==> config.mk <==
export PLATFORM = sky130hd
export DESIGN_NAME = preemptive_priority_scheduler_top
export DESIGN_NICKNAME = d
export VERILOG_FILES = /design/src/rtl/pps_pkg.sv /design/src/rtl/preemptive_priority_scheduler_top.sv /design/src/rtl/pps_ctrl.sv /design/src/rtl/pps_dpath.sv
export SDC_FILE = /design/constraint.sdc
export NUM_CORES = 2
export LEC_CHECK = 0
export BUFFER_PORTS_ARGS = -buffer_cell sky130_fd_sc_hd__buf_2
export CAP_MARGIN = 30
export CORE_MARGIN = 5
export CORE_UTILIZATION = 55
export DETAILED_ROUTE_END_ITERATION = 10
export GPL_ROUTABILITY_DRIVEN = 0
export GPL_TIMING_DRIVEN = 0
export PLACE_DENSITY_LB_ADDON = 0.08
export SLEW_MARGIN = 0
export SYNTH_ARGS = -nofsm -noshare
export SYNTH_HDL_FRONTEND = slang
export SYNTH_SLANG_ARGS = --single-unit
export TNS_END_PERCENT = 100
==> constraint.sdc <==
create_clock -name aclk -period 7.7 [get_ports aclk]
set_clock_uncertainty 0.1 [all_clocks]
set_input_delay 1.54 -clock aclk [delete_from_list [all_inputs] [get_ports aclk]]
set_output_delay 1.54 -clock aclk [all_outputs]
set_load 0.02 [all_outputs]
==> src/rtl/pps_pkg.sv <==
package pps_pkg;

    // result status codes
    localparam logic [1:0] STAT_LOADED = 2'd0;
    localparam logic [1:0] STAT_REJECT = 2'd1;
    localparam logic [1:0] STAT_RAN    = 2'd2;
    localparam logic [1:0] STAT_IDLE   = 2'd3;

    // input function codes
    localparam logic FUNC_LOAD = 1'b0;
    localparam logic FUNC_TICK = 1'b1;

    localparam logic [31:0] TIME_MAX = 32'hFFFF_FFFF;

    // controller to datapath commands
    typedef struct packed {
        logic accept;     // input transfer this cycle
        logic scan_issue; // read table entry at scan index
        logic read_pick;  // read picked entry, advance clock
        logic update;     // retire one unit of the picked task
        logic fin;        // form the waiting time
        logic out_load;   // move result into output register
    } pps_cmd_t;

    // datapath to controller status
    typedef struct packed {
        logic empty;      // no task loaded
        logic scan_last;  // scan index is at the last loaded entry
    } pps_stat_t;

endpackage

==> src/rtl/preemptive_priority_scheduler_top.sv <==
// Channel  Direction  Handshake           Payload
// s_       in         s_valid / s_ready   s_func, s_arrival, s_burst, s_prio
// m_       out        m_valid / m_ready   m_status, m_proc_id, m_time_now, m_finished,
//                                         m_turnaround, m_waiting, m_all_done
//
// A load is staged in the result registers on input transfer and then moved to
// the output register. A tick scans the loaded entries, reading one table entry
// a cycle through the registered table read port, then runs DRAIN, READ, UPDATE, FIN.
// One item is in work at a time; a new item is taken while the last result
// waits in the output register. Reset is synchronous, active low, and clears
// the counters, clock and done mask; a result stalled by m_ready holds.
module preemptive_priority_scheduler_top #(
    parameter int MAX_PROCS = 16
) (
    input  logic        aclk,
    input  logic        aresetn,
    input  logic        s_valid,
    output logic        s_ready,
    input  logic        s_func,
    input  logic [15:0] s_arrival,
    input  logic [15:0] s_burst,
    input  logic [7:0]  s_prio,
    output logic        m_valid,
    input  logic        m_ready,
    output logic [1:0]  m_status,
    output logic [4:0]  m_proc_id,
    output logic [31:0] m_time_now,
    output logic        m_finished,
    output logic [31:0] m_turnaround,
    output logic [31:0] m_waiting,
    output logic        m_all_done
);

    pps_pkg::pps_cmd_t  cmd;
    pps_pkg::pps_stat_t stat;

    pps_ctrl u_ctrl (
        .aclk    (aclk),
        .aresetn (aresetn),
        .s_valid (s_valid),
        .s_func  (s_func),
        .m_ready (m_ready),
        .stat    (stat),
        .cmd     (cmd),
        .s_ready (s_ready),
        .m_valid (m_valid)
    );

    pps_dpath #(
        .MAX_PROCS (MAX_PROCS)
    ) u_dpath (
        .aclk         (aclk),
        .aresetn      (aresetn),
        .cmd          (cmd),
        .stat         (stat),
        .s_func       (s_func),
        .s_arrival    (s_arrival),
        .s_burst      (s_burst),
        .s_prio       (s_prio),
        .m_status     (m_status),
        .m_proc_id    (m_proc_id),
        .m_time_now   (m_time_now),
        .m_finished   (m_finished),
        .m_turnaround (m_turnaround),
        .m_waiting    (m_waiting),
        .m_all_done   (m_all_done)
    );

    // one item in work at a time
    a_one_item: assert property (@(posedge aclk) disable iff (!aresetn)
        (s_valid && s_ready) |=> !s_ready)
        else $error("input taken while an item is in work");

    // completion only on a tick that ran a task
    a_fin_ran: assert property (@(posedge aclk) disable iff (!aresetn)
        (m_valid && m_finished) |-> (m_status == pps_pkg::STAT_RAN))
        else $error("finished set on a result that did not run a task");

    // times are zero unless a task completed
    a_zero_times: assert property (@(posedge aclk) disable iff (!aresetn)
        (m_valid && !m_finished) |-> ((m_turnaround == 32'd0) && (m_waiting == 32'd0)))
        else $error("times reported without completion");

    // waiting never exceeds turnaround
    a_wait_le_tat: assert property (@(posedge aclk) disable iff (!aresetn)
        (m_valid && m_finished) |-> (m_waiting <= m_turnaround))
        else $error("waiting exceeds turnaround");

endmodule

==> src/rtl/pps_ctrl.sv <==
module pps_ctrl (
    input  logic              aclk,
    input  logic              aresetn,
    input  logic              s_valid,
    input  logic              s_func,
    input  logic              m_ready,
    input  pps_pkg::pps_stat_t stat,
    output pps_pkg::pps_cmd_t  cmd,
    output logic              s_ready,
    output logic              m_valid
);

    typedef enum logic [6:0] {
        ST_IDLE   = 7'b0000001,
        ST_SCAN   = 7'b0000010,
        ST_DRAIN  = 7'b0000100,
        ST_READ   = 7'b0001000,
        ST_UPDATE = 7'b0010000,
        ST_FIN    = 7'b0100000,
        ST_OUT    = 7'b1000000
    } state_t;

    state_t state_reg, state_next;
    logic   m_valid_reg, m_valid_next;

    assign s_ready = (state_reg == ST_IDLE);
    assign m_valid = m_valid_reg;

    // next state and commands
    always_comb begin
        state_next     = state_reg;
        cmd            = '0;
        cmd.accept     = s_valid && (state_reg == ST_IDLE);
        unique case (state_reg)
            ST_IDLE: begin
                if (s_valid) begin
                    if (s_func == pps_pkg::FUNC_LOAD) begin
                        state_next = ST_OUT;
                    end else if (stat.empty) begin
                        state_next = ST_DRAIN;
                    end else begin
                        state_next = ST_SCAN;
                    end
                end
            end
            ST_SCAN: begin
                cmd.scan_issue = 1'b1;
                if (stat.scan_last) begin
                    state_next = ST_DRAIN;
                end
            end
            ST_DRAIN: begin
                state_next = ST_READ;
            end
            ST_READ: begin
                cmd.read_pick = 1'b1;
                state_next    = ST_UPDATE;
            end
            ST_UPDATE: begin
                cmd.update = 1'b1;
                state_next = ST_FIN;
            end
            ST_FIN: begin
                cmd.fin    = 1'b1;
                state_next = ST_OUT;
            end
            ST_OUT: begin
                if (!m_valid_reg || m_ready) begin
                    cmd.out_load = 1'b1;
                    state_next   = ST_IDLE;
                end
            end
            default: begin
                state_next = ST_IDLE;
            end
        endcase
    end

    // output valid
    always_comb begin
        m_valid_next = m_valid_reg;
        if (cmd.out_load) begin
            m_valid_next = 1'b1;
        end else if (m_ready) begin
            m_valid_next = 1'b0;
        end
    end

    always_ff @(posedge aclk) begin
        if (!aresetn) begin
            state_reg   <= ST_IDLE;
            m_valid_reg <= 1'b0;
        end else begin
            state_reg   <= state_next;
            m_valid_reg <= m_valid_next;
        end
    end

endmodule

==> src/rtl/pps_dpath.sv <==
module pps_dpath #(
    parameter int MAX_PROCS = 16
) (
    input  logic               aclk,
    input  logic               aresetn,
    input  pps_pkg::pps_cmd_t  cmd,
    output pps_pkg::pps_stat_t stat,
    input  logic               s_func,
    input  logic [15:0]        s_arrival,
    input  logic [15:0]        s_burst,
    input  logic [7:0]         s_prio,
    output logic [1:0]         m_status,
    output logic [4:0]         m_proc_id,
    output logic [31:0]        m_time_now,
    output logic               m_finished,
    output logic [31:0]        m_turnaround,
    output logic [31:0]        m_waiting,
    output logic               m_all_done
);

    localparam int IDX_W = (MAX_PROCS > 1) ? $clog2(MAX_PROCS) : 1;
    localparam int CNT_W = $clog2(MAX_PROCS + 1);

    // task tables
    logic [15:0] arr_mem   [MAX_PROCS];
    logic [15:0] burst_mem [MAX_PROCS];
    logic [7:0]  prio_mem  [MAX_PROCS];
    logic [15:0] rem_mem   [MAX_PROCS];
    logic [MAX_PROCS-1:0] done_mask_reg;

    logic [CNT_W-1:0] loaded_cnt_reg;
    logic [CNT_W-1:0] fin_cnt_reg;
    logic [31:0]      clock_reg;

    // scan state
    logic [IDX_W-1:0] scan_idx_reg;
    logic [IDX_W-1:0] cmp_idx_reg;
    logic             cmp_vld_reg;
    logic             found_reg;
    logic [7:0]       best_reg;
    logic [IDX_W-1:0] pick_reg;

    // registered read data
    logic [IDX_W-1:0] rd_addr;
    logic             rd_en;
    logic [15:0]      arr_rd_reg;
    logic [15:0]      burst_rd_reg;
    logic [7:0]       prio_rd_reg;
    logic [15:0]      rem_rd_reg;

    // staged result
    logic [1:0]  res_status_reg;
    logic [4:0]  res_id_reg;
    logic        res_fin_reg;
    logic [31:0] res_tat_reg;
    logic [31:0] res_wt_reg;

    logic             do_load;
    logic             do_tick;
    logic             reject;
    logic [IDX_W-1:0] load_idx;
    logic             cand;
    logic [15:0]      rem_new;
    logic [CNT_W-1:0] last_idx;

    assign do_load  = cmd.accept && (s_func == pps_pkg::FUNC_LOAD);
    assign do_tick  = cmd.accept && (s_func == pps_pkg::FUNC_TICK);
    assign reject   = (s_burst == 16'd0) || (loaded_cnt_reg >= CNT_W'(MAX_PROCS));
    assign load_idx = loaded_cnt_reg[IDX_W-1:0];
    assign last_idx = CNT_W'(loaded_cnt_reg - 1'b1);

    assign stat.empty     = (loaded_cnt_reg == '0);
    assign stat.scan_last = (CNT_W'(scan_idx_reg) == last_idx);

    assign rd_addr = cmd.read_pick ? pick_reg : scan_idx_reg;
    assign rd_en   = cmd.scan_issue || cmd.read_pick;

    // candidate test on the entry read last cycle
    assign cand = cmp_vld_reg && !done_mask_reg[cmp_idx_reg] &&
                  ({16'd0, arr_rd_reg} <= clock_reg) &&
                  (!found_reg || (prio_rd_reg > best_reg));

    assign rem_new = rem_rd_reg - 16'd1;

    // table write and read ports
    always_ff @(posedge aclk) begin
        if (do_load && !reject) begin
            arr_mem[load_idx]   <= s_arrival;
            burst_mem[load_idx] <= s_burst;
            prio_mem[load_idx]  <= s_prio;
        end
        if (rd_en) begin
            arr_rd_reg   <= arr_mem[rd_addr];
            burst_rd_reg <= burst_mem[rd_addr];
            prio_rd_reg  <= prio_mem[rd_addr];
        end
    end

    always_ff @(posedge aclk) begin
        if (do_load && !reject) begin
            rem_mem[load_idx] <= s_burst;
        end else if (cmd.update && found_reg) begin
            rem_mem[pick_reg] <= rem_new;
        end
        if (rd_en) begin
            rem_rd_reg <= rem_mem[rd_addr];
        end
    end

    // counters, clock and done mask
    always_ff @(posedge aclk) begin
        if (!aresetn) begin
            loaded_cnt_reg <= '0;
            fin_cnt_reg    <= '0;
            clock_reg      <= '0;
            done_mask_reg  <= '0;
            cmp_vld_reg    <= 1'b0;
        end else begin
            cmp_vld_reg <= cmd.scan_issue;
            if (do_load && !reject) begin
                loaded_cnt_reg          <= loaded_cnt_reg + 1'b1;
                done_mask_reg[load_idx] <= 1'b0;
            end
            if (cmd.read_pick && (clock_reg != pps_pkg::TIME_MAX)) begin
                clock_reg <= clock_reg + 32'd1;
            end
            if (cmd.update && found_reg && (rem_new == 16'd0)) begin
                done_mask_reg[pick_reg] <= 1'b1;
                fin_cnt_reg             <= fin_cnt_reg + 1'b1;
            end
        end
    end

    // priority scan
    always_ff @(posedge aclk) begin
        cmp_idx_reg <= scan_idx_reg;
        if (do_tick) begin
            scan_idx_reg <= '0;
            found_reg    <= 1'b0;
            best_reg     <= '0;
            pick_reg     <= '0;
        end else begin
            if (cmd.scan_issue) begin
                scan_idx_reg <= scan_idx_reg + 1'b1;
            end
            if (cand) begin
                found_reg <= 1'b1;
                best_reg  <= prio_rd_reg;
                pick_reg  <= cmp_idx_reg;
            end
        end
    end

    // result staging
    always_ff @(posedge aclk) begin
        if (do_load) begin
            res_fin_reg <= 1'b0;
            res_tat_reg <= '0;
            res_wt_reg  <= '0;
            if (reject) begin
                res_status_reg <= pps_pkg::STAT_REJECT;
                res_id_reg     <= '0;
            end else begin
                res_status_reg <= pps_pkg::STAT_LOADED;
                res_id_reg     <= 5'(loaded_cnt_reg + 1'b1);
            end
        end
        if (cmd.update) begin
            res_wt_reg <= '0;
            if (found_reg) begin
                res_status_reg <= pps_pkg::STAT_RAN;
                res_id_reg     <= 5'(pick_reg + 1'b1);
                if (rem_new == 16'd0) begin
                    res_fin_reg <= 1'b1;
                    res_tat_reg <= clock_reg - {16'd0, arr_rd_reg};
                end else begin
                    res_fin_reg <= 1'b0;
                    res_tat_reg <= '0;
                end
            end else begin
                res_status_reg <= pps_pkg::STAT_IDLE;
                res_id_reg     <= '0;
                res_fin_reg    <= 1'b0;
                res_tat_reg    <= '0;
            end
        end
        // waiting is clamped at zero once the clock has saturated
        if (cmd.fin) begin
            if (res_fin_reg && (res_tat_reg >= {16'd0, burst_rd_reg})) begin
                res_wt_reg <= res_tat_reg - {16'd0, burst_rd_reg};
            end else begin
                res_wt_reg <= '0;
            end
        end
    end

    // output register
    always_ff @(posedge aclk) begin
        if (cmd.out_load) begin
            m_status     <= res_status_reg;
            m_proc_id    <= res_id_reg;
            m_time_now   <= clock_reg;
            m_finished   <= res_fin_reg;
            m_turnaround <= res_tat_reg;
            m_waiting    <= res_wt_reg;
            m_all_done   <= (fin_cnt_reg == loaded_cnt_reg);
        end
    end

endmodule

==> results.sh <==
export IMPL_outcome="complete, no violations"
export IMPL_root_buffer="sky130_fd_sc_hd__clkbuf_16"
export IMPL_cells_after_synth=3241
export IMPL_finalSetupViolations=0
export IMPL_crit_arrival_ps=5200
export IMPL_cts_htree_levels=3
export IMPL_last_element_of_the_critical_path="u_dpath.arr_mem[14][8]$_DFFE_PP_"
export IMPL_wire_per_inst_um=27.47
export IMPL_hpwl_mm=91.14
export IMPL_synthesis_nets=3342
export IMPL_synth_yosys_warnings=0
export IMPL_synth_cell_type_count=77
export IMPL_finalHoldViolCount=0
export IMPL_static_leakage_power_nw=19.71
export IMPL_post_cts_setup_buffers=0
export IMPL_firstDrtPassIters=6
export IMPL_boundaryPins=152
export IMPL_detail_route_drc_violations=0
export IMPL_cts_inserted_buffers=121
export IMPL_path_class="input pin to flop"
export IMPL_worstMarginPinSlew_ps=1052
export IMPL_critical_path_max_fanout=21
export IMPL_drv_cap=0
export IMPL_critPathLaunch="s_burst[6]"
export IMPL_fp_dieW_um=309.6
export IMPL_port_buffers=150
export IMPL_dr_total_vias=30890
export IMPL_fmax_mhz=203.8
export IMPL_gr_usage_all_layers=0.2743
export IMPL_synth_edff_count=1129
export IMPL_setup_worst_path_start_class="input pin"
export IMPL_critPathRequiredTime_ps=8000
export IMPL_detail_route_iter0_violations=3420
export IMPL_layout_worst_path_cycle_share=0.6371
export IMPL_rsz0062_at_grt="false"
export IMPL_cts_tree="built"
export IMPL_critical_path_most_common_cell="sky130_fd_sc_hd__clkbuf_1"
export IMPL_drt_total_wl_mm=133.1
export IMPL_cts_hold_fix_buffers=0
export IMPL_clock_latency_ps=720
export IMPL_path_cells="buf_2 -> nor4_1 -> a41oi_1 -> and3_1 -> clkbuf_1 -> nand3_1 -> clkbuf_1 -> nor2_4 -> buf_12"
export IMPL_power_per_cell_area_mw_per_mm2=243.6
export IMPL_critical_path_max_stage_delay_ps=870
export IMPL_r2r_cells=8
export IMPL_clockBufferDepth=3
export IMPL_worst_r2r_setup_slack_ps=3120
export IMPL_layout_area_overhead_vs_synth_pct=14.70
export IMPL_largest_net_degree_at_the_start_of_global_routing=57
export IMPL_final_net_count=3677
export IMPL_synth_seq_area_share=0.7225
export IMPL_report_power_total_mw=13.80
export IMPL_synth_area_per_cell_um2=15.23
export IMPL_timing_max_transition_violations_final=0
export IMPL_antenna_found_initial=7
export IMPL_clock_sink_count=1217
export IMPL_pre_cts_ws_ps=2180
export IMPL_number_of_global_route_vias_before_repair=30320
export IMPL_floorplan_die_height_um=309.6
export IMPL_hold_class="flop to flop"
export IMPL_dieArea_mm2=0.09584
export IMPL_setup_worst_path_end_class="flop"
export IMPL_grt_overflow_total=0
export IMPL_per_cell_via_count_in_the_routed_design=6.377
export IMPL_core_footprint_mm2=0.08878
export IMPL_ys_async_rst_share=0
export IMPL_resized_cells_post_cts=0
export IMPL_layout_drive_gt1_share=0.1338
export IMPL_crit_path_top_delay_cell="sky130_fd_sc_hd__nor2_4"
export IMPL_initial_core_util=0.5560
export IMPL_postRouteAntennaNets=0
export IMPL_ys_flop_type="sky130_fd_sc_hd__edfxtp_1"
export IMPL_critical_path_reg2reg_endpoint="u_dpath.rem_rd_reg[8]$_DFFE_PP_"
export IMPL_syn_cell_area_mm2=0.04936
export IMPL_nFillCells=6364
export IMPL_core_rowCount=109
export IMPL_grt_first_pass_wirelength_mm=195.0
export IMPL_yosys_register_bits=1217
export IMPL_timing_slew_headroom=0.2943
export IMPL_final_setup_slack_of_the_worst_path_ps=2794
export IMPL_max_vdd_ir_drop_mv=0.2081
export IMPL_crit_reg2reg_launch="u_ctrl.state_reg[3]$_SDFFE_PN0P_"
export IMPL_clock_input_transition_at_the_sequential_cells_of_the_worst_setup_and_hold_paths_ps=60
export IMPL_top_regs="u_dpath.arr_mem: 256 flops, u_dpath.burst_mem: 256 flops, u_dpath.rem_mem: 256 flops"
export IMPL_post_route_min_period_ps=4906
[critical path, delay by kind of cell]
| family | cells | cell delay (ps) |
|---|---|---|
| AND/OR/NAND/NOR | 4 | 1510 |
| AO/OA/AOI/OAI | 1 | 550 |
| buffers and inverters | 4 | 1520 |
[synthesized netlist by cell type, types with 62 or more instances]
| library cell | number | area share |
|---|---|---|
| sky130_fd_sc_hd__edfxtp_1 | 1129 | 0.69 |
| sky130_fd_sc_hd__a31oi_1 | 62 | 0.0079 |
| sky130_fd_sc_hd__a21oi_1 | 169 | 0.017 |
| sky130_fd_sc_hd__nand2_1 | 228 | 0.017 |
| sky130_fd_sc_hd__nor2_1 | 114 | 0.0087 |
| sky130_fd_sc_hd__mux2i_1 | 305 | 0.062 |
| sky130_fd_sc_hd__o221ai_1 | 114 | 0.020 |
| sky130_fd_sc_hd__clkbuf_1 | 117 | 0.0089 |
| sky130_fd_sc_hd__inv_1 | 67 | 0.0051 |
| sky130_fd_sc_hd__nand3_1 | 64 | 0.0065 |
| sky130_fd_sc_hd__o21ai_0 | 75 | 0.0076 |
| sky130_fd_sc_hd__dfxtp_1 | 88 | 0.036 |
[layout by cell type (no fill, tap or decap), types with 67 or more instances in the layout]
master,Yosys,layout
sky130_fd_sc_hd__clkbuf_16,0,124
sky130_fd_sc_hd__inv_1,67,67
sky130_fd_sc_hd__mux2i_1,305,305
sky130_fd_sc_hd__clkbuf_1,117,149
sky130_fd_sc_hd__a21oi_1,169,168
sky130_fd_sc_hd__o21ai_0,75,68
sky130_fd_sc_hd__dfxtp_1,88,88
sky130_fd_sc_hd__o221ai_1,114,114
sky130_fd_sc_hd__edfxtp_1,1129,1129
sky130_fd_sc_hd__nor2_1,114,95
sky130_fd_sc_hd__nand2_1,228,226
sky130_fd_sc_hd__buf_2,30,186
[power by group]
| part | switching, mW | internal, mW |
|---|---|---|
| combinational | 0.475 | 0.204 |
| clock | 2.43 | 3.31 |
| sequential | 0.0443 | 7.33 |
| total | 2.95 | 10.8 |
[routing by layer]
metal,share of wire,global-route usage,vias up,routed length [um]
met5,0.00025,0,-,33
met4,0.038,0.09238,4,5099
met3,0.093,0.05523,314,12400
met2,0.48,0.4528,1628,63760
met1,0.39,0.3709,15470,51770
li1,-,-,13470,-
[metrics by stage]
stage	utilization	area, um^2	cells	hold WS [ps]	setup TNS [ps]
after global placement	0.5809	51570	4556	240.0	-134000
after floorplan	-	49360	3241	229.0	0
after global routing	0.6377	56620	4842	266.9	0
after CTS	0.6374	56590	4839	256.8	0
after detailed placement	0.5938	52720	4616	245.3	0
final	0.6377	56620	4844	259.0	0
[final cells by class]
class	count	area, um^2	share of cell area
Antenna cell	3	7.507	0.0001326
Sequential cell	1217	35660	0.6299
Tap cell	1165	1458	0.02574
Inverter	67	251.5	0.004442
Buffer	187	867.1	0.01531
Multi-Input combinational cell	1770	12800	0.2261
Clock buffer	156	3223	0.05692
Clock inverter	67	645.6	0.01140
Timing Repair Buffer	212	1705	0.03012
[worst min path at each step]
stage	start	endpoint	cells after the start
3_5_place_dp	u_dpath.scan_idx_reg[3]$_SDFFE_PP0P_	u_dpath.cmp_idx_reg[3]$_DFF_P_	0
6_report	u_dpath.scan_idx_reg[3]$_SDFFE_PP0P_	u_dpath.cmp_idx_reg[3]$_DFF_P_	0
4_1_cts	u_dpath.scan_idx_reg[3]$_SDFFE_PP0P_	u_dpath.cmp_idx_reg[3]$_DFF_P_	0
5_1_grt	u_dpath.scan_idx_reg[3]$_SDFFE_PP0P_	u_dpath.cmp_idx_reg[3]$_DFF_P_	0
3_3_place_gp	u_dpath.scan_idx_reg[2]$_SDFFE_PP0P_	u_dpath.cmp_idx_reg[2]$_DFF_P_	0
2_1_floorplan	u_dpath.scan_idx_reg[2]$_SDFFE_PP0P_	u_dpath.cmp_idx_reg[2]$_DFF_P_	0
[cell families (layout without fill, tap and decap cells)]
kind of cell               Yosys count  count (layout)  synth area share
adders and majority gates           56              56           0.01450
xor gates and xnor gates            85              85           0.01508
other                                0               3                 0
muxes                              311             311           0.06436
and+or+nand+nor                    663             663           0.06747
AOI/OAI and AO/OA                  655             655           0.09345
buffers and inverters              254             689           0.02266
DFF                               1217            1217            0.7225
(Power assumes the default switching activity.)
